<file path="src/rtl/twc_set_mod.sv">
// Set index unit: line number modulo the set count, by reciprocal multiplication (low bits for a power-of-two count).
module twc_set_mod #(
  parameter int NUM_SETS = 128
) (
  input  logic                          clk,
  input  logic                          rst,
  input  logic                          start,
  input  logic [27:0]                   value,
  output logic                          done,
  output logic [$clog2(NUM_SETS)-1:0]   rem
);
  localparam int SW = $clog2(NUM_SETS);
  localparam int KSH = 28 + SW;
  localparam bit IS_POW2 = (NUM_SETS == (1 << SW));
  localparam logic [SW:0] N_W = (SW+1)'(NUM_SETS);
  localparam logic [27:0] N_L = 28'(NUM_SETS);
  // floor(2^KSH / NUM_SETS): the quotient estimate is exact or one short
  localparam logic [28:0] RECIP = 29'((64'd1 << KSH) / 64'(NUM_SETS));

  logic [27:0]   x;
  logic [27:0]   q;
  logic [56:0]   prod;
  logic [SW:0]   rr;
  logic [SW-1:0] r;
  logic          busy1;
  logic          busy2;

  assign prod = 57'(value) * 57'(RECIP);
  assign rem  = r;

  always_ff @(posedge clk) begin
    if (rst) begin
      busy1 <= 1'b0;
      busy2 <= 1'b0;
      done  <= 1'b0;
    end else if (start) begin
      x     <= value;
      q     <= 28'(prod >> KSH);
      busy2 <= 1'b0;
      if (IS_POW2) begin
        r     <= value[SW-1:0];
        done  <= 1'b1;
        busy1 <= 1'b0;
      end else begin
        done  <= 1'b0;
        busy1 <= 1'b1;
      end
    end else begin
      busy1 <= 1'b0;
      busy2 <= busy1;
      if (busy1) begin
        // below twice the set count
        rr <= (SW+1)'(x - q * N_L);
      end
      if (busy2) begin
        if (rr >= N_W) begin
          r <= SW'(rr - N_W);
        end else begin
          r <= rr[SW-1:0];
        end
        done <= 1'b1;
      end
    end
  end
endmodule
</file>
<file path="config.mk">
export PLATFORM = sky130hd
export DESIGN_NAME = twc_set_mod
export DESIGN_NICKNAME = d
export VERILOG_FILES = /design/src/rtl/twc_set_mod.sv
export SDC_FILE = /design/constraint.sdc
export NUM_CORES = 1
export LEC_CHECK = 0
export BUFFER_PORTS_ARGS = -buffer_cell sky130_fd_sc_hd__buf_4
export CORE_AREA = 3 3 40 42
export DETAILED_ROUTE_END_ITERATION = 10
export DIE_AREA = 0 0 43 45
export GPL_ROUTABILITY_DRIVEN = 0
export PLACE_DENSITY = 0.59
export SYNTH_ARGS = -nofsm -noshare
export SYNTH_HDL_FRONTEND = slang
export SYNTH_SLANG_ARGS = --single-unit
</file>
<file path="constraint.sdc">
create_clock -name clk -period 0.9 [get_ports clk]
set_input_delay 0.135 -clock clk [delete_from_list [all_inputs] [get_ports clk]]
set_output_delay 0.135 -clock clk [all_outputs]
set_load 0.05 [all_outputs]
</file>
==> flow_summary.yaml <==
timing:
  hold_viol: 0
  finalCritPeriodShare: 1.04
  finalSetupViolCount: 7
  rsz0062_at_grt: "yes"
  drv_slew: 0
  max_freq_ghz: 1.07
  worst_slew_pin_slew_ps: 110
  setup_ws_ps: -36.1
  fin_worst_skew_ps: 0
  layout_min_cycle_time_ps: 936
  hold_slack_ps: 58.9
  slew_headroom: 0.927
drt:
  vias_per_cell: 3.70
  vias: 174
  drt_iter0_drc: 6
  first_pass_iters: 3
  drtAntennaViolNets: 0
  wl_per_cell_um: 10.1
  remaining_drc_errors: 0
  wl_um: 476
finish:
  utilization: 0.356
  fillCellCount: 129
  num_antenna_cells: 0
  area_delta_synth_final_pct: 85.8
  nets: 64
  drive_gt1_frac: 0.688
critical_path:
  timing.rr.end: "done"
  crit_cells: 1
  path_buf_inv: 1
  worstPathRequired_ps: 760
  worstRegToRegCells: 1
  setup.worst_path.end: "rem[2]"
  criticalPathCategory: "reg -> out"
  cp_slowest_stage_delay_ps: 380
  cp_slowest_cell: "edfxtp_1"
  worstPathCellList: "buf_6"
  cp_top_family: "flip-flops"
  cp-end-kind: "primary output"
  r2r-start: "done"
  cp-startpoint: "rem[2]"
  rrSetupSlack_ps: 300
  arrival_ps: 800
  cp-start-kind: "flip-flop"
  critPathMaxFanout: 1
min_path:
  hold_class: "in -> reg"
cts:
  cts.htree.levels: 1
  clk_pin_slew_ps: 60
  cts_sinks: 8
  numCtsBuffers: 3
  clockBufferDepth: 2
  worst_skew_pair.late_latency_ps: 240
  post_cts_buffers: 0
  cts_tree: "done"
  cts_root_buffer: "clkbuf_4"
  ctsHoldBuffers: 0
floorplanning:
  coreArea_sq_um: 1280
  core.rowCount: 13
  die-width_um: 43
  dieArea_sq_um: 1940
  die_h_um: 45
  start_util: 0.192
  io_pins: 39
placed_design:
  portBuffers: 17
  dpl_worst_slack_ps: 87.4
power:
  peakVddDrop_uv: 718
  p_leak_uw: 0.000196
  power-per-cell-area_nw_per_um2: 2000
global_route:
  grt_first_pass_wirelength_um: 745
  track_usage: 0.0616
  first_global_vias: 168
  grt_max_degree: 8
  antenna_found_initial: 0
  grt-ovfl-total: 0
yosys:
  synth_seq_cells: 8
  syn_avg_cell_area_sq_um: 24.6
  yosysUniqueCellTypes: 4
  seq_area_frac_synth: 0.934
  synth_nets: 41
  syn_inst: 10
  syn_area_sq_um: 246
  synth_warnings: 0
status:
  violations: "setup timing"
  status: "complete, but fails checks"
job:
  cap_violations: 0
-- power breakdown --
group          internal, uW  switching [uW]
clock                   170             121
combinational          74.8             105
sequential              432            10.9
total                   677             238
-- cells by family after synthesis --
family,Yosys count,synth area share
flip-flops,8,0.934
AND/OR/NAND/NOR,1,0.0254
AO/OA/AOI/OAI,1,0.0406
-- state kept, by name, indices dropped and copies added (netlist names) --
signal  cells
rem         7
done        1
-- placed cells by master, fill, tap and decap left out --
| cell | instances |
|---|---|
| clkbuf_1 | 1 |
| dfxtp_2 | 1 |
| buf_4 | 10 |
| clkbuf_4 | 3 |
| o21ba_1 | 1 |
| nor2b_1 | 1 |
| edfxtp_1 | 7 |
| buf_6 | 8 |
-- final cells by class --
| type | count | area, sq um | area share |
|---|---|---|---|
| clock buffer | 4 | 26.3 | 0.0574 |
| sequential | 8 | 231 | 0.505 |
| multi-input combinational | 2 | 16.3 | 0.0355 |
| tap | 15 | 18.8 | 0.0410 |
| timing repair buffer | 18 | 165 | 0.361 |
-- worst min-delay path by stage --
stage	to	slack, ps	cells after the start	startpoint
2_1_floorplan	rem[0]	230	0	value[0]
3_3_place_gp	rem[1]	310	1	value[1]
3_5_place_dp	rem[1]	310	1	value[1]
4_1_cts	rem[5]	50	1	value[5]
5_1_grt	rem[5]	40	1	value[5]
6_report	rem[5]	60	1	value[5]
-- metal layers --
layer,routed length [um],vias to the layer above,global-route usage,part of all wire
li1,-,83,-,-
met1,178,76,0.0576,0.37
met2,205,15,0.0719,0.43
met3,91,0,0.0558,0.19
met4,0,0,0.0723,0
met5,0,-,0,0
-- timing repair --
| action | in CTS | in global routing |
|---|---|---|
| endpoints found under the setup margin | 8 | 8 |
| gates resized for setup | 8 | 1 |
| cloned | 0 | 0 |
-- cells in the mapped netlist --
library cell / number / area [sq um]
dfxtp_1: 1 / 20.0
nor2b_1: 1 / 6.26
o21ba_1: 1 / 10.0
edfxtp_1: 7 / 210
-- through the flow --
| stage | instance area [sq um] | TNS, ps | instances | total power [uW] |
|---|---|---|---|---|
| after floorplan | 246 | 0 | 10 | 541 |
| after global placement | 400 | 0 | 43 | 611 |
| after detailed placement | 400 | 0 | 43 | 613 |
| after CTS | 457 | -240 | 47 | 923 |
| after global routing | 458 | -470 | 47 | 964 |
| final | 458 | -168 | 47 | 914 |
No activity file was read; power rests on OpenSTA's default activity.
